File: src/mwms_pkg.sv
`timescale 1ns / 1ps

package mwms_pkg;

  localparam int MAX_MOTIF = 32;
  localparam int MAX_SEQ   = 1024;

  localparam int COL_W     = $clog2(MAX_MOTIF);
  localparam int CNT_W     = $clog2(MAX_SEQ + 2);
  localparam int LEN_W     = 6;
  localparam int BASE_W    = 3;
  localparam int WEIGHT_W  = 16;
  localparam int DELTA_W   = WEIGHT_W + 1;
  localparam int SCORE_W   = 21;
  localparam int THR_W     = 19;
  localparam int POS_W     = 10;
  localparam int CFG_IDX_W = 1;

  typedef logic [BASE_W-1:0]          base_t;
  typedef logic [COL_W-1:0]           col_t;
  typedef logic [LEN_W-1:0]           len_t;
  typedef logic [CNT_W-1:0]           cnt_t;
  typedef logic signed [WEIGHT_W-1:0] weight_t;
  typedef logic signed [DELTA_W-1:0]  delta_t;
  typedef logic signed [SCORE_W-1:0]  score_t;
  typedef logic signed [THR_W-1:0]    thr_t;

  localparam base_t BASE_OTHER    = 3'd4;
  localparam len_t  LEN_RESET     = 6'd8;
  localparam thr_t  THR_RESET     = 19'sd1024;

  typedef enum logic [CFG_IDX_W-1:0] {
    REG_MOTIF_LENGTH    = 1'b0,
    REG_SCORE_THRESHOLD = 1'b1
  } cfg_reg_t;

  // Broadcast control for the column cells.
  typedef struct packed {
    logic        shift;
    logic        base_ok;
    logic [1:0]  base;
    logic        load;
    logic [1:0]  ld_base;
    weight_t     ld_weight;
    delta_t      delta;
  } cell_ctl_t;

  // Last column index of the window: length 0 acts as 1, long lengths clamp.
  function automatic col_t last_col(input len_t ml);
    if (ml == '0) begin
      return '0;
    end else if (ml > len_t'(MAX_MOTIF)) begin
      return col_t'(MAX_MOTIF - 1);
    end else begin
      return col_t'(ml - len_t'(1));
    end
  endfunction

endpackage

File: src/mwms_cell.sv
`timescale 1ns / 1ps

module mwms_cell (
  input  logic                clk,
  input  logic                rst_n,
  input  mwms_pkg::cell_ctl_t ctl,
  input  logic                wr_en,
  input  mwms_pkg::score_t    psum_in,
  input  mwms_pkg::base_t     corr_base,
  output mwms_pkg::score_t    psum_o,
  output mwms_pkg::score_t    psum_nxt_o,
  output mwms_pkg::weight_t   old_weight
);
  import mwms_pkg::*;

  weight_t weights_r [4];
  score_t  psum_r;
  score_t  psum_nxt;

  assign old_weight = weights_r[ctl.ld_base];

  // Take the left neighbor's partial sum on a base; patch our own on a weight change.
  always_comb begin
    psum_nxt = psum_r;
    if (ctl.shift) begin
      psum_nxt = psum_in + (ctl.base_ok ? score_t'(weights_r[ctl.base]) : score_t'(0));
    end else if (ctl.load && (corr_base == {1'b0, ctl.ld_base})) begin
      psum_nxt = psum_r + score_t'(ctl.delta);
    end
  end

  always_ff @(posedge clk) begin
    psum_r <= psum_nxt;
  end

  always_ff @(posedge clk) begin
    if (!rst_n) begin
      for (int b = 0; b < 4; b++) begin
        weights_r[b] <= '0;
      end
    end else if (ctl.load && wr_en) begin
      weights_r[ctl.ld_base] <= ctl.ld_weight;
    end
  end

  assign psum_o     = psum_r;
  assign psum_nxt_o = psum_nxt;

endmodule
File: config.mk
export PLATFORM = sky130hd
export DESIGN_NAME = mwms_cell
export DESIGN_NICKNAME = d
export VERILOG_FILES = /design/src/mwms_pkg.sv /design/src/mwms_cell.sv
export SDC_FILE = /design/constraint.sdc
export NUM_CORES = 1
export LEC_CHECK = 0
export ABC_CLOCK_PERIOD_IN_PS = 5200
export BUFFER_PORTS_ARGS = -buffer_cell sky130_fd_sc_hd__buf_2
export CORE_AREA = 2 2 109 111
export CTS_CLUSTER_SIZE = 20
export DETAILED_ROUTE_END_ITERATION = 7
export DIE_AREA = 0 0 111 113
export HOLD_SLACK_MARGIN = 0.03
export PLACE_DENSITY = 0.84
export SLEW_MARGIN = 5
export SYNTH_ARGS = -nofsm -noshare
export SYNTH_HDL_FRONTEND = slang
export SYNTH_SLANG_ARGS = --single-unit
File: constraint.sdc
create_clock -name clk -period 5.2 [get_ports clk]
set_clock_uncertainty 0.2 [all_clocks]
set_input_delay 0.78 -clock clk [delete_from_list [all_inputs] [get_ports clk]]
set_output_delay 0.78 -clock clk [all_outputs]
set_load 0.05 [all_outputs]
**After elaboration in Yosys (flattened, before gate mapping)**

Memory sizes are Yosys's and may differ from the RTL's.
Index checks and enable logic that the tools add are counted.

- Add/sub/neg operators: 2
- Eq/ne operators: 1
- Mux-type cells: 10
- Reductions and logical operators: 3

Operator list:

| operator | count |
|---|---|
| $mux W21 | 3 |
| $add A21 B17 Y21 | 1 |
| $add A21 B21 Y21 | 1 |
| $mux W16 | 1 |
| $reduce_or A16 Y1 | 1 |
| $mux W1 | 5 |
| $eq A3 B2 Y1 | 1 |
| $logic_and A1 B1 Y1 | 2 |
| $mux W2 | 1 |

- Register bits: 21
- Bits in writable memories: 64
- Output and inout port bits: 58
- Logic and storage cells: 18
- Memories: 1

Memory list:

| name | depth | bits a word | read ports | clocked after Yosys merged registers in | wr ports | RTL line | RTL |
|---|---|---|---|---|---|---|---|
| weights_r | 4 | 16 | 2 | 0 | 4 | mwms_cell.sv:16 | `weight_t weights_r [4];` |

**Depth between registers and ports, before layout**

Gate-level depths: netlist of run 1.

- Depth after elaboration: 6
- Depth in mapped cells: 12
- Gate-level depth less buffers: 11

**Worst setup path after synthesis of run 1**

No wires, ideal clock.

- Path type: input-to-output
- From: in ctl[36] (netlist name)
- To: out psum_nxt_o[18]
- Arrival: 4.616 ns
- Data required time: 4.220 ns
- Setup slack: -0.396 ns
- Cell stages on the path: 11
- Path buffers: 2
- Path through: buf_2 > buf_2 > mux4_2 > and2_1 > ha_1 > nand2_1 > or2_1 > o41a_1 > a21oi_2 > a21oi_1 > a311oi_1

- Cells in the longest elaborated chain, start to end: 4

Ends and longest elaborated chain:

| element | RTL line | RTL |
|---|---|---|
| start: declaration | mwms_cell.sv:6 | `input mwms_pkg::cell_ctl_t ctl,` |
| $mem_v2 Z4 W16 | - |  |
| $mux W21 | mwms_cell.sv:26 | `psum_nxt = psum_in + (ctl.base_ok ? score_t'(weights_r[ctl.base]) : score_t'(0));` |
| $add A21 B21 Y21 | mwms_cell.sv:26 |  |
| $mux W21 | mwms_cell.sv:25 | `if (ctl.shift) begin` |
| end: declaration | mwms_cell.sv:11 | `output mwms_pkg::score_t psum_nxt_o,` |

Every way passes these cells.

**Final worst setup path of run 1**

- From: in ctl[36] (netlist name)
- To: out psum_nxt_o[20]

The elaborated chain is that of the path after synthesis.

==> impl_metrics.json, run 1 <==
{
  "outcome": "finished clean",
  "start_kind": "input port",
  "synthesis.instances": 560,
  "timing.rr.start": "weights_r[3][0]",
  "port_buffers": 124,
  "cp_slowest_cell": "mux4_2",
  "tritoncts": "built",
  "multi_input_area_sq_um": 3650,
  "viasPerCell": 6.12,
  "wire_per_inst_um": 19.1,
  "final_area_sq_um": 7210,
  "vias": 5057,
  "synth_top_area_share_pct": 31.5,
  "path_cells": "buf_2 -> buf_4 -> mux4_2 -> and2_1 -> fa_1 -> a211oi_1 -> o21a_1 -> o41a_1 -> nand2_1 -> a221oi_1 -> mux2i_1 -> a31oi_2 -> buf_2",
  "grt_pass1_vias": 5156,
  "setup_tns_ps": 0,
  "rsz0062_at_grt": "no",
  "synth_area_leaders": "edfxtp_1, mux4_2, and2_1",
  "clkTransAtPathRegs_ps": 70,
  "rr_endpoint": "psum_o[10]",
  "post_cts_resized": 0,
  "vdd_drop_max_uv": 300,
  "gp_congestion": 1.00,
  "synth.most_common_cell": "and2_1",
  "yosys_warnings": 0,
  "dp_hpwl_um": 11700,
  "clockRootBuffer": "clkbuf_16",
  "worst_slew_pin_slew_ps": 976,
  "finalHoldViolations": 0,
  "clockBufferDepth": 2,
  "grt_pass1_wl_um": 25600,
  "core_sq_um": 11300,
  "worst-setup-path-type": "input port to primary output",
  "ant_nets": 0,
  "postSynthAreaPerCell_sq_um": 10.9,
  "setup_viol": 0,
  "drv.max_cap_violation_count": 0,
  "hold_buffers": 0,
  "dieArea_sq_um": 12500,
  "timing.final.crit_share_pct": 95.6,
  "overflow": 0,
  "ys.flop_type": "edfxtp_1",
  "numCtsBuffers": 9,
  "cts_sinks": 85,
  "setup_ws_ps": 230,
  "post-route-min-period_ps": 4970,
  "die_w_um": 111,
  "holdCritStartpoint": "psum_o[20]",
  "ff_latch_area_sq_um": 2340,
  "initial_utilization_pct": 54.2,
  "synth_edf_count": 64,
  "power_density_nw_per_um2": 377,
  "synth_cell_types": 65,
  "r2r_slack_ps": 1660,
  "yosysSeqAreaShare_pct": 38.4,
  "critPathBufInv": 3,
  "leakage_uw": 0.00298,
  "post_cts_buffers": 0,
  "cpMostUsedCell": "buf_2",
  "holdPathStages": 2,
  "async_flop_share_pct": 0,
  "drt_iter0_drc": 300,
  "yosys-top-cells-count": "and2_1, edfxtp_1, a21oi_1",
  "drive_gt1_share_pct": 29.1,
  "postPlaceCellArea_sq_um": 6890,
  "wl_um": 15700,
  "antenna_cells": 0,
  "crit_path_end_kind": "primary output",
  "post-place-ws_ps": 163,
  "maxSlewViolCount": 0,
  "nFillCells": 854,
  "reg2reg_depth": 12,
  "crit_fanout": 5,
  "final_util_pct": 64.0,
  "cp.arrival_ps": 3990,
  "holdPathEnd": "psum_o[20]",
  "nets": 787,
  "critPathTopFamily": "compound AO/OA/AOI/OAI gates",
  "critPathMaxStageDelay_ps": 490,
  "drc": 0,
  "dr.pass1.iters": 4,
  "worstPathRequired_ps": 4220,
  "ys_ff_latch": 85,
  "die_y_um": 113,
  "synth_top_cell_by_area": "edfxtp_1",
  "io_pins": 125,
  "fmax_mhz": 201,
  "clk_latency_ps": 350,
  "grt_max_degree": 34,
  "finalPower_uw": 2720,
  "mappedNetlistArea_sq_um": 6110,
  "area_growth_pct": 18.1,
  "grtUsageTotal_pct": 25.9,
  "antenna_found_initial": 0,
  "htreeDepth": 3,
  "syn-num-nets": 669,
  "slew_headroom_pct": 34.6,
  "rows": 39,
  "min_path_type": "register to register"
}
[power breakdown]
part	total [uW]	internal (uW)	switching, uW	leakage [uW]
clock network	671	379	292	0.000152
logic	1190	397	791	0.00203
registers	860	806	54.3	0.000792
[cells in the final DEF (no fill, tap or decap), drive strengths merged, types with 2 or more instances in the layout]
cell type and n:
o21a 6, nand2b 5, or2 2, nand3 7
clkinv 4, a211oi 14, nor2 25, nor3 12
or3 2, ha 40, a21oi 42, a21o 13
fa 2, inv 13, mux2i 7, dfxtp 21
a31oi 4, mux4 32, a211o 2, a221oi 3
o21ai 32, buf 131, nand4 6, xor2 14
o221ai 3, and3 3, o211ai 4, mux2 2
a21boi 2, nand3b 2, edfxtp 64, nor3b 3
o31a 2, and2 81, xnor2 18, o21bai 8
nand2 26, clkbuf 10
[layout make-up]
cell class	count	area share, %
Multi-Input combinational cell	439	50.6
Sequential cell	85	32.5
Timing Repair Buffer	132	9.61
Clock buffer	9	3.12
Tap cell	143	2.48
Clock inverter	7	1.13
Inverter	11	0.573
[flip-flops by register name, summed over array words and instances (netlist names)]
signal and count:
weights_r 64, psum_o 21
[worst min-delay path, cell delays in order, from the launching register on]
cell	delay (ps)
dfxtp_1	330
o21ai_0	100
a31oi_2	110
[worst max-delay path by stage]
stage               startpoint             end  slack (ps)  cells past startpoint
floorplan              ctl[36]  psum_nxt_o[19]          70                     12
global placement       ctl[36]  psum_nxt_o[18]         250                     13
detailed placement     ctl[36]  psum_nxt_o[18]         160                     13
CTS                    ctl[36]  psum_nxt_o[18]         130                     13
global route           ctl[36]  psum_nxt_o[20]          10                     13
finish                 ctl[36]  psum_nxt_o[20]         230                     13
[metal layers]
| layer | GRT usage [%] | share of wire [%] |
|---|---|---|
| met4 | 10.8 | 3.0 |
| met5 | 0 | 0 |
| met2 | 45.3 | 50 |
| met1 | 32.0 | 40 |
| met3 | 4.39 | 7.4 |
[kinds of logic (layout without fill, tap and decap cells)]
group / Yosys count / in the layout / synth area share (%)
and+or+nand+nor: 179 / 179 / 16.2
AOI/OAI and AO/OA: 145 / 145 / 16.3
DFF: 85 / 85 / 38.4
adders and majority gates: 42 / 42 / 8.85
muxes: 41 / 41 / 13.3
buffers and inverters: 36 / 159 / 2.38
xor gates and xnor gates: 32 / 32 / 4.59
[through the flow]
stage / hold WS [ps] / instances
after global routing: 423 / 826
after detailed placement: 373 / 810
after floorplan: 778 / 560
final: 394 / 826
after CTS: 386 / 826
after global placement: 337 / 810
(Power assumes the default switching activity.)
==> inputs of run 2 (changes only) <==
--- a/config.mk
+++ b/config.mk
@@ -11,7 +11,9 @@
 export CTS_CLUSTER_SIZE = 20
 export DETAILED_ROUTE_END_ITERATION = 7
 export DIE_AREA = 0 0 111 113
+export GPL_TIMING_DRIVEN = 0
 export HOLD_SLACK_MARGIN = 0.03
+export MAX_ROUTING_LAYER = met4
 export PLACE_DENSITY = 0.84
 export SLEW_MARGIN = 5
 export SYNTH_ARGS = -nofsm -noshare
==> constraint.sdc (replaced) <==
create_clock -name clk -period 5.2 [get_ports clk]
set_clock_uncertainty 0.2 [all_clocks]
set_input_delay 1.04 -clock clk [delete_from_list [all_inputs] [get_ports clk]]
set_output_delay 1.04 -clock clk [all_outputs]
set_load 0.05 [all_outputs]
==> run 2 against run 1 <==
  * Flip-flop and latch count unchanged
  * Non-clock buffer count is 24 higher
  * Critical path depth stayed put
  * Register-to-register slack improved by 150 ps
  * Critical path type unchanged
  * The flow now finishes with violations (setup timing)
  * Highest routed layer unchanged
  * Clock power decreased by 3%
  * Total power increased by 2.8%
  * Sequential power hardly changed
  * Routed wire length grew 7.5%
  * Global-route usage increased by 1.7 points
==> impl_metrics.json, run 2 (same netlist as run 1, synthesis figures left out) <==
{
  "wl_um": 16900,
  "overflow": 0,
  "setup_ws_ps": -48.7,
  "gp_congestion": 0.951,
  "area_growth_pct": 24.7,
  "nFillCells": 843,
  "grt_max_degree": 17,
  "largest_register": "weights_r",
  "postPlaceCellArea_sq_um": 7000,
  "slew_headroom_pct": 31.5,
  "port_buffers": 122,
  "drc": 0,
  "cts_sinks": 85,
  "vdd_drop_max_uv": 296,
  "rows": 39,
  "finalHoldViolations": 0,
  "tritoncts": "built",
  "nets": 811,
  "crit_fanout": 8,
  "violations": "setup timing",
  "fmax_mhz": 191,
  "clockBufferDepth": 2,
  "clk_latency_ps": 350,
  "crit_path_end_kind": "primary output",
  "vias": 5162,
  "viasPerCell": 6.06,
  "io_pins": 125,
  "worst-setup-path-type": "input port to primary output",
  "fin_cells": 852,
  "die_w_um": 111,
  "final_cell_mix": "buf_2, and2_1, edfxtp_1",
  "drt_iter0_drc": 342,
  "grtUsageTotal_pct": 27.5,
  "timing.rr.start": "weights_r[3][0]",
  "timing.final.crit_share_pct": 101,
  "rsz0062_at_grt": "yes",
  "grt_pass1_wl_um": 26400,
  "power_density_nw_per_um2": 367,
  "largest_register_ffs": 64,
  "dp_hpwl_um": 12200,
  "holdCritStartpoint": "psum_o[11]",
  "drv.max_cap_violation_count": 0,
  "die_y_um": 113,
  "leakage_uw": 0.00307,
  "initial_utilization_pct": 54.2,
  "min_path_type": "register to register",
  "drive_gt1_share_pct": 32.7,
  "numCtsBuffers": 9,
  "clockRootBuffer": "clkbuf_16",
  "core_sq_um": 11300,
  "antenna_found_initial": 2,
  "final_area_sq_um": 7610,
  "outcome": "complete, but fails checks",
  "wire_per_inst_um": 19.9,
  "clkTransAtPathRegs_ps": 60,
  "hold_buffers": 0,
  "setup_viol": 1,
  "start_kind": "input port",
  "grt_pass1_vias": 5281,
  "worst_slew_pin_slew_ps": 1030,
  "worstPathRequired_ps": 3960,
  "critPathLaunch": "ctl[36]",
  "placed_cells": 825,
  "cp.arrival_ps": 4010,
  "mostFrequentLayoutCell": "buf_2",
  "htreeDepth": 3,
  "dieArea_sq_um": 12500,
  "ant_nets": 0,
  "post-route-min-period_ps": 5250,
  "maxSlewViolCount": 0,
  "dr.pass1.iters": 5
}
## run 2: cell types whose count changed in the layout (fill, tap and decap cells not counted), sizes merged
| cell | before | now |
|---|---|---|
| clkinv | 4 | 3 |
| clkinvlp | 0 | 1 |
| clkbuf | 10 | 27 |
| diode | 0 | 2 |
| buf | 131 | 138 |
## run 2: cell type report
cell class              instances  area (sq um)  share of cell area (%)
multi-input cells             439          3860                    50.7
flip-flops and latches         85          2340                    30.8
repair buffers                131           733                    9.63
clock buffers                   9           225                    2.96
well taps                     143           179                    2.35
plain buffers                  25           155                    2.04
clock inverters                 7          73.8                   0.969
inverters                      11          41.3                   0.542
diodes                          2          5.00                  0.0657
## run 2: metal layers
layer  track usage (%)  share of wire (%)  up-vias  routed length, um
li1                  -                  -     2424                  -
met1              31.1                 39     2471               6610
met2              48.5                 52      217               8730
met3              4.98                6.1       50               1040
met4              11.7                3.2        0                542
met5                 -                  0        -                  0
## run 2: timing repair
| item | in CTS | in global routing |
|---|---|---|
| pin swaps | 11 | 9 |
| setup buffers | 4 | 4 |
| cloned | 1 | 0 |
| gates resized for setup | 35 | 21 |
| endpoints found under the setup margin | 13 | 11 |
## run 2: path summary, 6_finish.rpt
kind              depth (start not counted)  slack (ps)        endpoint
hold reg to reg                           2         420      psum_o[11]
setup / recovery                         13         -50  psum_nxt_o[20]
setup reg to reg                         11        1810      psum_o[20]
hold / removal                            2         420      psum_o[11]
## run 2: power by group
| part | total, uW | switching [uW] | internal (uW) |
|---|---|---|---|
| clock | 654 | 279 | 375 |
| sequential | 863 | 57.2 | 806 |
| combinational | 1280 | 830 | 448 |
## run 2: critical path: stages
cell,delay [ps]
buf_16,120
mux4_2,510
and2_4,160
ha_4,150
fa_2,360
a211oi_2,210
o21a_1,220
o41a_1,260
nand2_1,110
a221oi_2,310
mux2i_2,300
a31oi_4,50
buf_6,200
## run 2: metrics by stage
| step | setup slack (ps) | hold WS [ps] | setup TNS (ps) | util, % | power [uW] |
|---|---|---|---|---|---|
| finish | -48.7 | 422 | -48.7 | 67.6 | 2790 |
| global route | -145 | 444 | -397 | 67.6 | 2910 |
| detailed placement | -665 | 400 | -5710 | 62.1 | 2070 |
| floorplan | -155 | 732 | -161 | - | 1800 |
| global placement | -614 | 393 | -5150 | 62.1 | 2050 |
| CTS | -6.79 | 404 | -6.79 | 66.6 | 2760 |
==> inputs of run 3 (changes only) <==
--- a/config.mk
+++ b/config.mk
@@ -5,7 +5,7 @@
 export SDC_FILE = /design/constraint.sdc
 export NUM_CORES = 1
 export LEC_CHECK = 0
-export ABC_CLOCK_PERIOD_IN_PS = 5200
+export ABC_CLOCK_PERIOD_IN_PS = 4900
 export BUFFER_PORTS_ARGS = -buffer_cell sky130_fd_sc_hd__buf_2
 export CORE_AREA = 2 2 109 111
 export CTS_CLUSTER_SIZE = 20
@@ -15,7 +15,7 @@
 export HOLD_SLACK_MARGIN = 0.03
 export MAX_ROUTING_LAYER = met4
 export PLACE_DENSITY = 0.84
-export SLEW_MARGIN = 5
+export SLEW_MARGIN = 15
 export SYNTH_ARGS = -nofsm -noshare
 export SYNTH_HDL_FRONTEND = slang
 export SYNTH_SLANG_ARGS = --single-unit
==> constraint.sdc (replaced) <==
create_clock -name clk -period 4.9 [get_ports clk]
set_clock_uncertainty 0.2 [all_clocks]
set_input_delay 0.98 -clock clk [delete_from_list [all_inputs] [get_ports clk]]
set_output_delay 0.98 -clock clk [all_outputs]
set_load 0.05 [all_outputs]
==> run 3 against run 2 <==
  * The flow still finishes with violations (setup timing)
  * Combinational power increased by 12%
  * First-iteration DRC count decreased by 0.58%
  * Cell area increased by 3.5%
  * Register-to-register slack got worse by 290 ps
  * Non-clock buffer count increased by 8
  * Die area unchanged
  * Total power increased by 11%
  * Count of clock-buffer cells in the layout increased by 2
  * Critical endpoint unchanged
  * Largest power group unchanged
==> impl_metrics.json, run 3 (same netlist as run 1, synthesis figures left out) <==
{
  "reg2reg_depth": 11,
  "p_sw_uw": 1270,
  "worst-setup-path-type": "input port to primary output",
  "dieArea_sq_um": 12500,
  "grtUsageTotal_pct": 28.3,
  "port_buffers": 122,
  "initial_utilization_pct": 54.2,
  "crit_fanout": 7,
  "worstPathRequired_ps": 3720,
  "die_w_um": 111,
  "intPower_uw": 1830,
  "nFillCells": 777,
  "viasPerCell": 6.17,
  "drive_gt1_share_pct": 37.2,
  "min_path_type": "register to register",
  "vias": 5304,
  "area_growth_pct": 29.1,
  "outcome": "complete, but fails checks",
  "slew_headroom_pct": 38.1,
  "htreeDepth": 3,
  "p_comb_share_pct": 46.6,
  "maxSlewViolCount": 0,
  "wire_per_inst_um": 20.4,
  "core_sq_um": 11300,
  "gp_congestion": 0.951,
  "setup_tns_ps": -773,
  "setup_ws_ps": -216,
  "vdd_drop_max_uv": 312,
  "largest_register_ffs": 64,
  "largest_register": "weights_r",
  "dp_hpwl_um": 12500,
  "grt_pass1_wl_um": 26900,
  "post-route-min-period_ps": 5120,
  "cts_sinks": 85,
  "grt_max_degree": 17,
  "finalHoldViolations": 0,
  "timing.final.crit_share_pct": 104,
  "antenna_found_initial": 2,
  "p_sw_share_pct": 40.9,
  "mostFrequentLayoutCell": "buf_2",
  "start_kind": "input port",
  "setup_viol": 7,
  "violations": "setup timing",
  "ant_nets": 0,
  "dr.pass1.iters": 5,
  "tritoncts": "built",
  "drt_iter0_drc": 340,
  "hold_buffers": 0,
  "holdWs_ps": 393,
  "power.share.sequential_pct": 29.5,
  "clk_latency_ps": 350,
  "io_pins": 125,
  "worst_slew_pin_slew_ps": 929,
  "crit_path_end_kind": "primary output",
  "drv.max_cap_violation_count": 0,
  "overflow": 0,
  "final_cell_mix": "buf_2, and2_1, edfxtp_1",
  "die_y_um": 113,
  "nets": 819,
  "drc": 0,
  "holdPathStages": 2,
  "rows": 39,
  "wl_um": 17600,
  "rsz0062_at_grt": "yes",
  "clkPwrFrac_pct": 23.9,
  "clkTransAtPathRegs_ps": 60,
  "leakage_uw": 0.00316,
  "clockBufferDepth": 2,
  "cp.arrival_ps": 3940,
  "fmax_mhz": 195,
  "numCtsBuffers": 9,
  "clockRootBuffer": "clkbuf_16",
  "power_density_nw_per_um2": 393,
  "grt_pass1_vias": 5327
}
## run 3: metal layers
metal | global-route usage (%) | routed length (um)
met1 | 31.5 | 6550
met2 | 51.0 | 9310
met5 | - | 0
met3 | 6.43 | 1260
met4 | 8.58 | 438
## run 3: path summary, 6_finish.rpt
check	start	to	slack (ps)
min reg2reg	psum_o[2]	psum_o[2]	390
min	psum_o[2]	psum_o[2]	390
max reg2reg	weights_r[3][0]	psum_o[20]	1520
max	ctl[36]	psum_nxt_o[20]	-220
## run 3: layout make-up
type                       count  area [sq um]  area share [%]
multi-input combinational    439          4040            51.3
sequential                    85          2340            29.7
timing repair buffer         139           812            10.3
clock buffer                  11           233            2.95
tap                          143           179            2.27
buffer                        25           146            1.86
clock inverter                 5          83.8            1.06
inverter                      11          41.3           0.524
antenna                        2          5.00          0.0635
## run 3: what timing repair did
item / CTS / global route
pin swaps: 17 / 21
resized for setup: 53 / 37
setup buffers: 9 / 8
setup endpoints to repair: 11 / 13
## run 3: critical path, stage by stage
cell	delay, ps
buf_12	100
mux4_2	480
and2_4	160
ha_4	160
fa_2	370
a211oi_4	250
o21a_1	200
o41a_1	230
nand2_1	100
a221oi_2	320
mux2i_2	330
a31oi_4	50
buf_6	210
## run 3: through the flow
step                      cell area [sq um]  total power, uW  cells  util (%)  worst slack, ps
final                                  7880             3100    860      69.9             -216
after global routing                   7880             3210    860      69.9             -300
after CTS                              7670             3010    850      68.1             -195
after detailed placement               7020             2200    825      62.3             -353
after global placement                 7020             2180    825      62.3             -319
after floorplan                        6230             1910    560         -            -87.2
## run 3: power by group through the flow
stage               sequential, uW  combinational (uW)  clock [uW]
floorplan                     1060                 853           0
global placement               915                1260           0
detailed placement             925                1280           0
CTS                            909                1360         741
global route                   921                1520         771
finish                         913                1440         740
